File: config.mk
export PLATFORM = sky130hd
export DESIGN_NAME = system_control_coprocessor_regs_core
export DESIGN_NICKNAME = d
export VERILOG_FILES = /design/src/rtl/sccr_pkg.sv /design/src/rtl/system_control_coprocessor_regs_core.sv /design/src/rtl/sccr_decode.sv /design/src/rtl/sccr_bank.sv
export VERILOG_INCLUDE_DIRS = /design/src /design/src/rtl
export SDC_FILE = /design/constraint.sdc
export NUM_CORES = 1
export LEC_CHECK = 0
export BUFFER_PORTS_ARGS = -buffer_cell sky130_fd_sc_hd__buf_2
export CAP_MARGIN = 20
export CORE_MARGIN = 2
export CORE_UTILIZATION = 65
export DETAILED_ROUTE_END_ITERATION = 7
export GPL_TIMING_DRIVEN = 0
export PLACE_DENSITY = 0.84
export SLEW_MARGIN = 20
export SYNTH_ARGS = -nofsm -noshare
export SYNTH_HDL_FRONTEND = slang
export SYNTH_SLANG_ARGS = --single-unit
export TNS_END_PERCENT = 100
File: constraint.sdc
create_clock -name aclk -period 6.82 [get_ports aclk]
set_input_delay 0.682 -clock aclk [delete_from_list [all_inputs] [get_ports aclk]]
set_output_delay 0.682 -clock aclk [all_outputs]
set_load 0.01 [all_outputs]
File: src/rtl/system_control_coprocessor_regs_core_macros.svh
// assertion macros shared by the register bank logic
`ifndef SYSTEM_CONTROL_COPROCESSOR_REGS_CORE_MACROS_SVH
`define SYSTEM_CONTROL_COPROCESSOR_REGS_CORE_MACROS_SVH

`ifndef SYNTHESIS
// plain property checked on every clock edge outside reset
`define SCCR_ASSERT(name, clk, rstn, prop) \
    name: assert property (@(posedge clk) disable iff (!(rstn)) (prop)) \
        else $error("sccr assertion failed");
// overlapped implication checked on every clock edge outside reset
`define SCCR_ASSERT_IMP(name, clk, rstn, ante, cons) \
    name: assert property (@(posedge clk) disable iff (!(rstn)) (ante) |-> (cons)) \
        else $error("sccr implication failed");
// next-cycle implication checked on every clock edge outside reset
`define SCCR_ASSERT_NXT(name, clk, rstn, ante, cons) \
    name: assert property (@(posedge clk) disable iff (!(rstn)) (ante) |=> (cons)) \
        else $error("sccr next-cycle implication failed");
`else
`define SCCR_ASSERT(name, clk, rstn, prop)
`define SCCR_ASSERT_IMP(name, clk, rstn, ante, cons)
`define SCCR_ASSERT_NXT(name, clk, rstn, ante, cons)
`endif

`endif

File: src/rtl/sccr_pkg.sv
`timescale 1ns / 1ps

package sccr_pkg;

    // operation codes of an input beat
    localparam logic [1:0] OP_READ  = 2'd0;
    localparam logic [1:0] OP_WRITE = 2'd1;
    localparam logic [1:0] OP_WAKE  = 2'd2;

    // fixed read-only words
    localparam logic [31:0] ID_CODE    = 32'h4104_9460;
    localparam logic [31:0] CACHE_TYPE = 32'h0F0D_2112;
    localparam logic [31:0] TCM_SIZE   = 32'h0014_0140;

    // reset values of the stored registers
    localparam logic [31:0] PERM_RESET = 32'h2222_2222;
    localparam logic [31:0] DTCM_RESET = 32'h0080_000A;
    localparam logic [31:0] ITCM_RESET = 32'h0000_000C;

    localparam logic [31:0] TCM_MASK  = 32'hFFFF_FFC0;
    localparam logic [27:0] VEC_HIGH  = 28'hFFF_0000;

    // bank address map
    localparam int ADDR_W = 5;
    localparam int REGION_BASE = 16;
    localparam logic [ADDR_W-1:0] ADDR_CTRL   = 5'd0;
    localparam logic [ADDR_W-1:0] ADDR_DCFG   = 5'd1;
    localparam logic [ADDR_W-1:0] ADDR_ICFG   = 5'd2;
    localparam logic [ADDR_W-1:0] ADDR_WBUF   = 5'd3;
    localparam logic [ADDR_W-1:0] ADDR_DPERM  = 5'd4;
    localparam logic [ADDR_W-1:0] ADDR_IPERM  = 5'd5;
    localparam logic [ADDR_W-1:0] ADDR_DLOCK  = 5'd6;
    localparam logic [ADDR_W-1:0] ADDR_ILOCK  = 5'd7;
    localparam logic [ADDR_W-1:0] ADDR_DTCM   = 5'd8;
    localparam logic [ADDR_W-1:0] ADDR_ITCM   = 5'd9;
    localparam logic [ADDR_W-1:0] ADDR_REGION = 5'(REGION_BASE);

    typedef struct packed {
        logic [1:0]  operation;
        logic        user_mode;
        logic [3:0]  primary_reg;
        logic [3:0]  secondary_reg;
        logic [2:0]  first_opcode;
        logic [2:0]  second_opcode;
        logic [31:0] write_data;
    } in_t;

    typedef struct packed {
        logic        accepted;
        logic [31:0] read_data;
        logic        repeat_instruction;
        logic        enable_master_irq;
        logic        big_endian_mode;
        logic [27:0] vector_base;
        logic        load_thumb_disable;
        logic [31:0] data_tcm_base;
        logic [31:0] instr_tcm_base;
    } out_t;

    // what one decoded access does
    typedef enum logic [2:0] {
        K_NONE,
        K_CONST,
        K_READ,
        K_WRITE,
        K_WAIT,
        K_WAKE
    } kind_t;

    typedef struct packed {
        kind_t             kind;
        logic [ADDR_W-1:0] addr;
        logic [31:0]       const_data;
    } dec_t;

    // bank access request
    typedef struct packed {
        logic              rd_en;
        logic [ADDR_W-1:0] rd_addr;
        logic              wr_en;
        logic [ADDR_W-1:0] wr_addr;
        logic [31:0]       wr_data;
    } bank_req_t;

    // value of an entry that was never written
    function automatic logic [31:0] reset_value(input logic [ADDR_W-1:0] addr);
        logic [31:0] val;
        val = 32'h0;
        if (addr == ADDR_DPERM || addr == ADDR_IPERM) begin
            val = PERM_RESET;
        end else if (addr == ADDR_DTCM) begin
            val = DTCM_RESET;
        end else if (addr == ADDR_ITCM) begin
            val = ITCM_RESET;
        end
        return val;
    endfunction

endpackage

File: src/rtl/system_control_coprocessor_regs_core.sv
`timescale 1ns / 1ps
// System control coprocessor register bank. Each input beat is a register
// read, a register write or an interrupt wake, and gives exactly one result
// beat. The stored registers live in a small synchronous array with a
// registered read. The idle state accepts the beat and reads the bank; the
// exec state, once the output register is free, merges, writes back and
// loads the output register. A new beat is taken only after the return
// to idle. Reset leaves every entry at its reset value at once through
// per-entry valid bits, with no clearing pass. Control, TCM region and
// wait flags are mirrored in flip-flops so the mode outputs come with every
// result.

`include "system_control_coprocessor_regs_core_macros.svh"

module system_control_coprocessor_regs_core
    import sccr_pkg::*;
#(
    parameter int REGION_COUNT = 8
) (
    input  logic aclk,
    input  logic aresetn,
    input  logic s_valid,
    output logic s_ready,
    input  in_t  s_data,
    output logic m_valid,
    input  logic m_ready,
    output out_t m_data
);

    localparam int DEPTH = REGION_BASE + REGION_COUNT;

    typedef enum logic [1:0] {
        ST_IDLE = 2'b01,
        ST_EXEC = 2'b10
    } state_t;

    state_t      state_reg, state_next;
    dec_t        dec;
    dec_t        dec_reg;
    logic [31:0] wdata_reg;
    bank_req_t   req;
    logic [31:0] bank_rd_data;

    logic        m_valid_reg, m_valid_next;
    out_t        m_data_reg, m_data_next;
    logic [31:0] ctrl_reg, ctrl_next;
    logic [31:0] dtcm_reg, dtcm_next;
    logic [31:0] itcm_reg, itcm_next;
    logic        armed_reg, armed_next;
    logic        waiting_reg, waiting_next;

    logic        in_fire;
    logic        out_free;
    logic        done;

    sccr_decode #(
        .REGION_COUNT(REGION_COUNT)
    ) u_decode (
        .beat(s_data),
        .dec (dec)
    );

    sccr_bank #(
        .DEPTH(DEPTH)
    ) u_bank (
        .aclk   (aclk),
        .aresetn(aresetn),
        .req    (req),
        .rd_data(bank_rd_data)
    );

    assign s_ready  = (state_reg == ST_IDLE);
    assign in_fire  = s_valid && s_ready;
    assign out_free = !m_valid_reg || m_ready;
    assign done     = (state_reg == ST_EXEC) && out_free;

    // bank read on accept, write back on completion
    always_comb begin
        req.rd_en   = in_fire;
        req.rd_addr = dec.addr;
        req.wr_en   = done && (dec_reg.kind == K_WRITE);
        req.wr_addr = dec_reg.addr;
        req.wr_data = wdata_reg;
    end

    // capture the decoded beat
    always_ff @(posedge aclk) begin
        if (in_fire) begin
            dec_reg   <= dec;
            wdata_reg <= s_data.write_data;
        end
    end

    // sequencer
    always_comb begin
        state_next = state_reg;
        unique case (state_reg)
            ST_IDLE: begin
                if (in_fire) begin
                    state_next = ST_EXEC;
                end
            end
            ST_EXEC: begin
                if (out_free) begin
                    state_next = ST_IDLE;
                end
            end
            default: begin
                state_next = ST_IDLE;
            end
        endcase
    end

    // merge step: mirrors, wait flags and result beat
    always_comb begin
        ctrl_next    = ctrl_reg;
        dtcm_next    = dtcm_reg;
        itcm_next    = itcm_reg;
        armed_next   = armed_reg;
        waiting_next = waiting_reg;
        m_data_next  = '0;
        m_data_next.accepted = (dec_reg.kind != K_NONE);
        unique case (dec_reg.kind)
            K_CONST: begin
                m_data_next.read_data = dec_reg.const_data;
            end
            K_READ: begin
                m_data_next.read_data = bank_rd_data;
            end
            K_WRITE: begin
                if (dec_reg.addr == ADDR_CTRL) begin
                    ctrl_next = wdata_reg;
                end
                if (dec_reg.addr == ADDR_DTCM) begin
                    dtcm_next = wdata_reg;
                end
                if (dec_reg.addr == ADDR_ITCM) begin
                    itcm_next = wdata_reg;
                end
            end
            K_WAIT: begin
                if (armed_reg) begin
                    if (!waiting_reg) begin
                        armed_next = 1'b0;
                    end else begin
                        m_data_next.repeat_instruction = 1'b1;
                    end
                end else begin
                    armed_next   = 1'b1;
                    waiting_next = 1'b1;
                    m_data_next.repeat_instruction = 1'b1;
                    m_data_next.enable_master_irq  = 1'b1;
                end
            end
            K_WAKE: begin
                waiting_next = 1'b0;
            end
            K_NONE: begin
                m_data_next.accepted = 1'b0;
            end
            default: begin
                m_data_next.accepted = 1'b0;
            end
        endcase
        m_data_next.big_endian_mode    = ctrl_next[7];
        m_data_next.vector_base        = ctrl_next[13] ? VEC_HIGH : 28'h0;
        m_data_next.load_thumb_disable = !ctrl_next[15];
        m_data_next.data_tcm_base      = dtcm_next & TCM_MASK;
        m_data_next.instr_tcm_base     = itcm_next & TCM_MASK;
    end

    // output register valid
    always_comb begin
        m_valid_next = m_valid_reg;
        if (done) begin
            m_valid_next = 1'b1;
        end else if (m_ready) begin
            m_valid_next = 1'b0;
        end
    end

    // control state
    always_ff @(posedge aclk) begin
        if (!aresetn) begin
            state_reg   <= ST_IDLE;
            m_valid_reg <= 1'b0;
            ctrl_reg    <= 32'h0;
            dtcm_reg    <= DTCM_RESET;
            itcm_reg    <= ITCM_RESET;
            armed_reg   <= 1'b0;
            waiting_reg <= 1'b0;
        end else begin
            state_reg   <= state_next;
            m_valid_reg <= m_valid_next;
            if (done) begin
                ctrl_reg    <= ctrl_next;
                dtcm_reg    <= dtcm_next;
                itcm_reg    <= itcm_next;
                armed_reg   <= armed_next;
                waiting_reg <= waiting_next;
            end
        end
    end

    // result payload
    always_ff @(posedge aclk) begin
        if (done) begin
            m_data_reg <= m_data_next;
        end
    end

    assign m_valid = m_valid_reg;
    assign m_data  = m_data_reg;

    // checks
    `SCCR_ASSERT_NXT(a_fire_to_exec, aclk, aresetn, in_fire, state_reg == ST_EXEC)
    `SCCR_ASSERT_IMP(a_wait_needs_arm, aclk, aresetn, waiting_reg, armed_reg)
    `SCCR_ASSERT_IMP(a_irq_with_repeat, aclk, aresetn, m_valid && m_data.enable_master_irq, m_data.repeat_instruction)
    `SCCR_ASSERT_IMP(a_result_from_exec, aclk, aresetn, $rose(m_valid_reg), $past(state_reg == ST_EXEC))
    `SCCR_ASSERT_IMP(a_vector_values, aclk, aresetn, m_valid, m_data.vector_base == 28'h0 || m_data.vector_base == VEC_HIGH)

endmodule

File: src/rtl/sccr_decode.sv
`timescale 1ns / 1ps

module sccr_decode
    import sccr_pkg::*;
#(
    parameter int REGION_COUNT = 8
) (
    input  in_t  beat,
    output dec_t dec
);

    localparam logic [4:0] RC = 5'(REGION_COUNT);

    logic              hit;
    logic [ADDR_W-1:0] hit_addr;
    logic              crm0;
    logic              priv_ok;

    assign crm0    = (beat.secondary_reg == 4'd0);
    assign priv_ok = !beat.user_mode && (beat.first_opcode == 3'd0);

    // stored register lookup by crn, crm and opc2
    always_comb begin
        hit      = 1'b0;
        hit_addr = ADDR_CTRL;
        unique case (beat.primary_reg)
            4'd1: begin
                if (crm0 && beat.second_opcode == 3'd0) begin
                    hit = 1'b1; hit_addr = ADDR_CTRL;
                end
            end
            4'd2: begin
                if (crm0 && beat.second_opcode == 3'd0) begin
                    hit = 1'b1; hit_addr = ADDR_DCFG;
                end else if (crm0 && beat.second_opcode == 3'd1) begin
                    hit = 1'b1; hit_addr = ADDR_ICFG;
                end
            end
            4'd3: begin
                if (crm0 && beat.second_opcode == 3'd0) begin
                    hit = 1'b1; hit_addr = ADDR_WBUF;
                end
            end
            4'd5: begin
                if (crm0 && beat.second_opcode == 3'd2) begin
                    hit = 1'b1; hit_addr = ADDR_DPERM;
                end else if (crm0 && beat.second_opcode == 3'd3) begin
                    hit = 1'b1; hit_addr = ADDR_IPERM;
                end
            end
            4'd6: begin
                if (beat.second_opcode == 3'd0 && {1'b0, beat.secondary_reg} < RC) begin
                    hit      = 1'b1;
                    hit_addr = ADDR_REGION + {1'b0, beat.secondary_reg};
                end
            end
            4'd9: begin
                if (crm0 && beat.second_opcode == 3'd0) begin
                    hit = 1'b1; hit_addr = ADDR_DLOCK;
                end else if (crm0 && beat.second_opcode == 3'd1) begin
                    hit = 1'b1; hit_addr = ADDR_ILOCK;
                end else if (beat.secondary_reg == 4'd1 && beat.second_opcode == 3'd0) begin
                    hit = 1'b1; hit_addr = ADDR_DTCM;
                end else if (beat.secondary_reg == 4'd1 && beat.second_opcode == 3'd1) begin
                    hit = 1'b1; hit_addr = ADDR_ITCM;
                end
            end
            default: begin
                hit = 1'b0;
            end
        endcase
    end

    // access kind
    always_comb begin
        dec.kind       = K_NONE;
        dec.addr       = hit_addr;
        dec.const_data = ID_CODE;
        if (beat.second_opcode == 3'd1) begin
            dec.const_data = CACHE_TYPE;
        end else if (beat.second_opcode == 3'd2) begin
            dec.const_data = TCM_SIZE;
        end
        priority if (beat.operation == OP_WAKE) begin
            dec.kind = K_WAKE;
        end else if (beat.operation == OP_READ && priv_ok) begin
            if (beat.primary_reg == 4'd0 && crm0) begin
                dec.kind = K_CONST;
            end else if (hit) begin
                dec.kind = K_READ;
            end
        end else if (beat.operation == OP_WRITE && priv_ok) begin
            if (beat.primary_reg == 4'd7) begin
                if (crm0 && beat.second_opcode == 3'd4) begin
                    dec.kind = K_WAIT;
                end
            end else if (hit) begin
                dec.kind = K_WRITE;
            end
        end else begin
            dec.kind = K_NONE;
        end
    end

endmodule

File: src/rtl/sccr_bank.sv
`timescale 1ns / 1ps

module sccr_bank
    import sccr_pkg::*;
#(
    parameter int DEPTH = 24
) (
    input  logic        aclk,
    input  logic        aresetn,
    input  bank_req_t   req,
    output logic [31:0] rd_data
);

    logic [31:0]      mem [DEPTH];
    logic [DEPTH-1:0] valid_reg;
    logic [31:0]      rd_data_reg;

    // write port
    always_ff @(posedge aclk) begin
        if (req.wr_en) begin
            mem[req.wr_addr] <= req.wr_data;
        end
    end

    // per-entry valid bits, cleared at once by reset
    always_ff @(posedge aclk) begin
        if (!aresetn) begin
            valid_reg <= '0;
        end else if (req.wr_en) begin
            valid_reg[req.wr_addr] <= 1'b1;
        end
    end

    // registered read, unwritten entries give their reset value
    always_ff @(posedge aclk) begin
        if (req.rd_en) begin
            rd_data_reg <= valid_reg[req.rd_addr] ? mem[req.rd_addr]
                                                  : reset_value(req.rd_addr);
        end
    end

    assign rd_data = rd_data_reg;

endmodule

==> impl_metrics.env <==
export IMPL_yosysWarnings=0
export IMPL_core_area_mm2=0.0528
export IMPL_totalWireLength_mm=99.5
export IMPL_first_pass_iters=6
export IMPL_cts_resized=0
export IMPL_crit_path_top_delay_cell="nor4_1"
export IMPL_tightest_slew_ns=1.16
export IMPL_fmax_mhz=219
export IMPL_root_buffer="clkbuf_16"
export IMPL_cts_sinks=888
export IMPL_synth_distinct_cells=67
export IMPL_drc=0
export IMPL_htreeDepth=3
export IMPL_gp_congestion=0.956
export IMPL_die_y_um=236
export IMPL_clk_path_buf_depth=3
export IMPL_rows=84
export IMPL_start_util_pct=66.0
export IMPL_cap_violations=0
export IMPL_path_max_fanout=10
export IMPL_die_w_um=236
export IMPL_netlist_top_cells_area="edfxtp_1, nand2_1, dfxtp_1, a311oi_1, mux2_2"
export IMPL_gr_usage_all_layers_pct=35.7
export IMPL_worstSetupPathType="in2reg"
export IMPL_synthCells=2526
export IMPL_die_area_mm2=0.0555
export IMPL_multi_input_area_mm2=0.00822
export IMPL_wl_met1_mm=32.5
export IMPL_relSlewSlack_pct=22.4
export IMPL_largest_reg_flops=640
export IMPL_power_density_mw_per_mm2=273
export IMPL_finalCritPeriodShare_pct=66.9
export IMPL_yosys_area_top_type="edfxtp_1"
export IMPL_tns_ns=0
export IMPL_final_util_pct=76.0
export IMPL_setup_violations_final=0
export IMPL_fin_crit_ns=4.56
export IMPL_skew_ns=0.0428
export IMPL_hold_violations=0
export IMPL_slew_violations=0
export IMPL_synthArstFlopShare_pct=0
export IMPL_hold_path_class="in2reg"
export IMPL_top_layer="met5"
export IMPL_place_area_mm2=0.0373
export IMPL_crit_top_cell="buf_2"
export IMPL_slowest_delay_ns=1.01
export IMPL_route_met2_wl_mm=46.5
export IMPL_yosys_top_cells_count="edfxtp_1, nand2_1, a21oi_1"
export IMPL_synthesis_area_mm2=0.0348
export IMPL_grt_max_degree=52
export IMPL_critPathArrivalTime_ns=4.88
export IMPL_synth_seq_area_share_pct=74.2
export IMPL_synth_seq_cells=888
export IMPL_via_per_inst=6.75
export IMPL_wl_met3_mm=15.2
export IMPL_worstPathRequired_ns=7.14
export IMPL_drt_iter0_markers=4251
export IMPL_insertedDiodeCount=0
export IMPL_vdd_ir_drop_max_uv=218
export IMPL_area_delta_synth_final_pct=15.1
export IMPL_critPathCaptureType="register"
export IMPL_worstSetupStartpointType="primary input"
export IMPL_drive_above_1_share_pct=17.3
export IMPL_path_cells="buf_2 -> nor3b_4 -> nand3_2 -> o2111a_1 -> buf_2 -> buf_1 -> clkbuf_1 -> a311oi_1 -> nor4_1 -> mux2i_1"
export IMPL_grt_pass1_wl_mm=146
export IMPL_power_leakage_nw=14.3
export IMPL_synth_most_common_cell="edfxtp_1"
export IMPL_hpwl_mm=62.8
export IMPL_postCtsSetupBuffers=0
export IMPL_grt_overflow=0
export IMPL_synth_main_ff_cell="edfxtp_1"
export IMPL_crit_buf_inv=4
export IMPL_power_total_w=0.0110
export IMPL_grt_pass1_vias=23800
export IMPL_port_buffers=152
export IMPL_io_pins=184
export IMPL_rsz0062_at_grt="no"
export IMPL_numCtsBuffers=84
export IMPL_hold_buffers=0
export IMPL_path_clk_slew_ns=0.06
export IMPL_fillers=2901
export IMPL_antenna_left=0
export IMPL_path_delay_family="buffers and inverters"
export IMPL_synth_avg_cell_area_um2=13.8
export IMPL_status="complete, no violations"
export IMPL_cts_tree="yes"
export IMPL_synth_edff_count=808
export IMPL_final_cell_area_mm2=0.0401
export IMPL_antenna_found_initial=3
export IMPL_regArea_mm2=0.0259
export IMPL_route_detailed_wl_per_inst_um=27.9
export IMPL_via_count=24100
export IMPL_yosysTopAreaCellShare_pct=69.6
export IMPL_num_nets_final=2871
export IMPL_clk_latency_ns=0.66
export IMPL_timing_hold_ws_ns=0.199
[report_power, final]
| group | leakage (nW) | switching [W] | total (W) | internal (W) |
|---|---|---|---|---|
| registers | 7.99 | 0.000105 | 0.00609 | 0.00598 |
| logic | 4.93 | 0.000115 | 0.000171 | 0.0000561 |
| clock network | 1.34 | 0.00200 | 0.00470 | 0.00270 |
| total | 14.3 | 0.00222 | 0.0110 | 0.00874 |
[cells in the final DEF, fill, tap and decap left out, drive strengths merged, types with 58 or more instances in the layout]
cell type  instances
edfxtp           808
nand2            629
buf              288
clkbuf           195
a21oi            119
a311oi            82
dfxtp             80
and3              73
nor2              72
a211oi            63
mux2              60
nor2b             58
[layer usage]
metal,vias to the layer above,track usage [%]
met5,-,0
met4,2,18.1
met3,441,10.5
met2,2344,56.6
met1,11400,45.2
li1,9917,-
[metrics by stage]
stage / setup WS (ns) / cells
after floorplan: 3.26 / 2553
after global placement: 1.65 / 3393
after detailed placement: 2.01 / 3419
after CTS: 2.48 / 3572
after global routing: 2.27 / 3573
final: 2.26 / 3573
[worst paths after layout]
path / start / end / slack [ns] / cells past startpoint
min: s_data[12] / wdata_reg[12]$_DFFE_PP_ / 0.20 / 1
min reg2reg: dtcm_reg[6]$_SDFFE_PN0P_ / dtcm_reg[6]$_SDFFE_PN0P_ / 0.45 / 2
max: s_data[43] / u_bank.rd_data[29]$_DFFE_PP_ / 2.26 / 10
max reg2reg: dec_reg[39]$_SDFFCE_PN1P_ / u_bank.mem[9][31]$_DFFE_PP_ / 2.84 / 9
[cell type report]
class,instances,area share [%]
Sequential cell,888,64.5
Multi-Input combinational cell,1457,20.5
Clock buffer,114,5.80
Timing Repair Buffer,179,3.45
Buffer,190,2.40
Tap cell,688,2.15
Clock inverter,39,1.04
Inverter,18,0.175
[kinds of logic after synthesis]
| logic type | Yosys count | share of synthesized area (%) |
|---|---|---|
| AOI/OAI and AO/OA | 398 | 7.88 |
| buffers and inverters | 208 | 2.93 |
| DFF | 888 | 74.2 |
| muxes | 102 | 3.15 |
| other | 1 | 0.0108 |
| and+or+nand+nor | 929 | 11.8 |
Power figures use the tool's default switching activity.
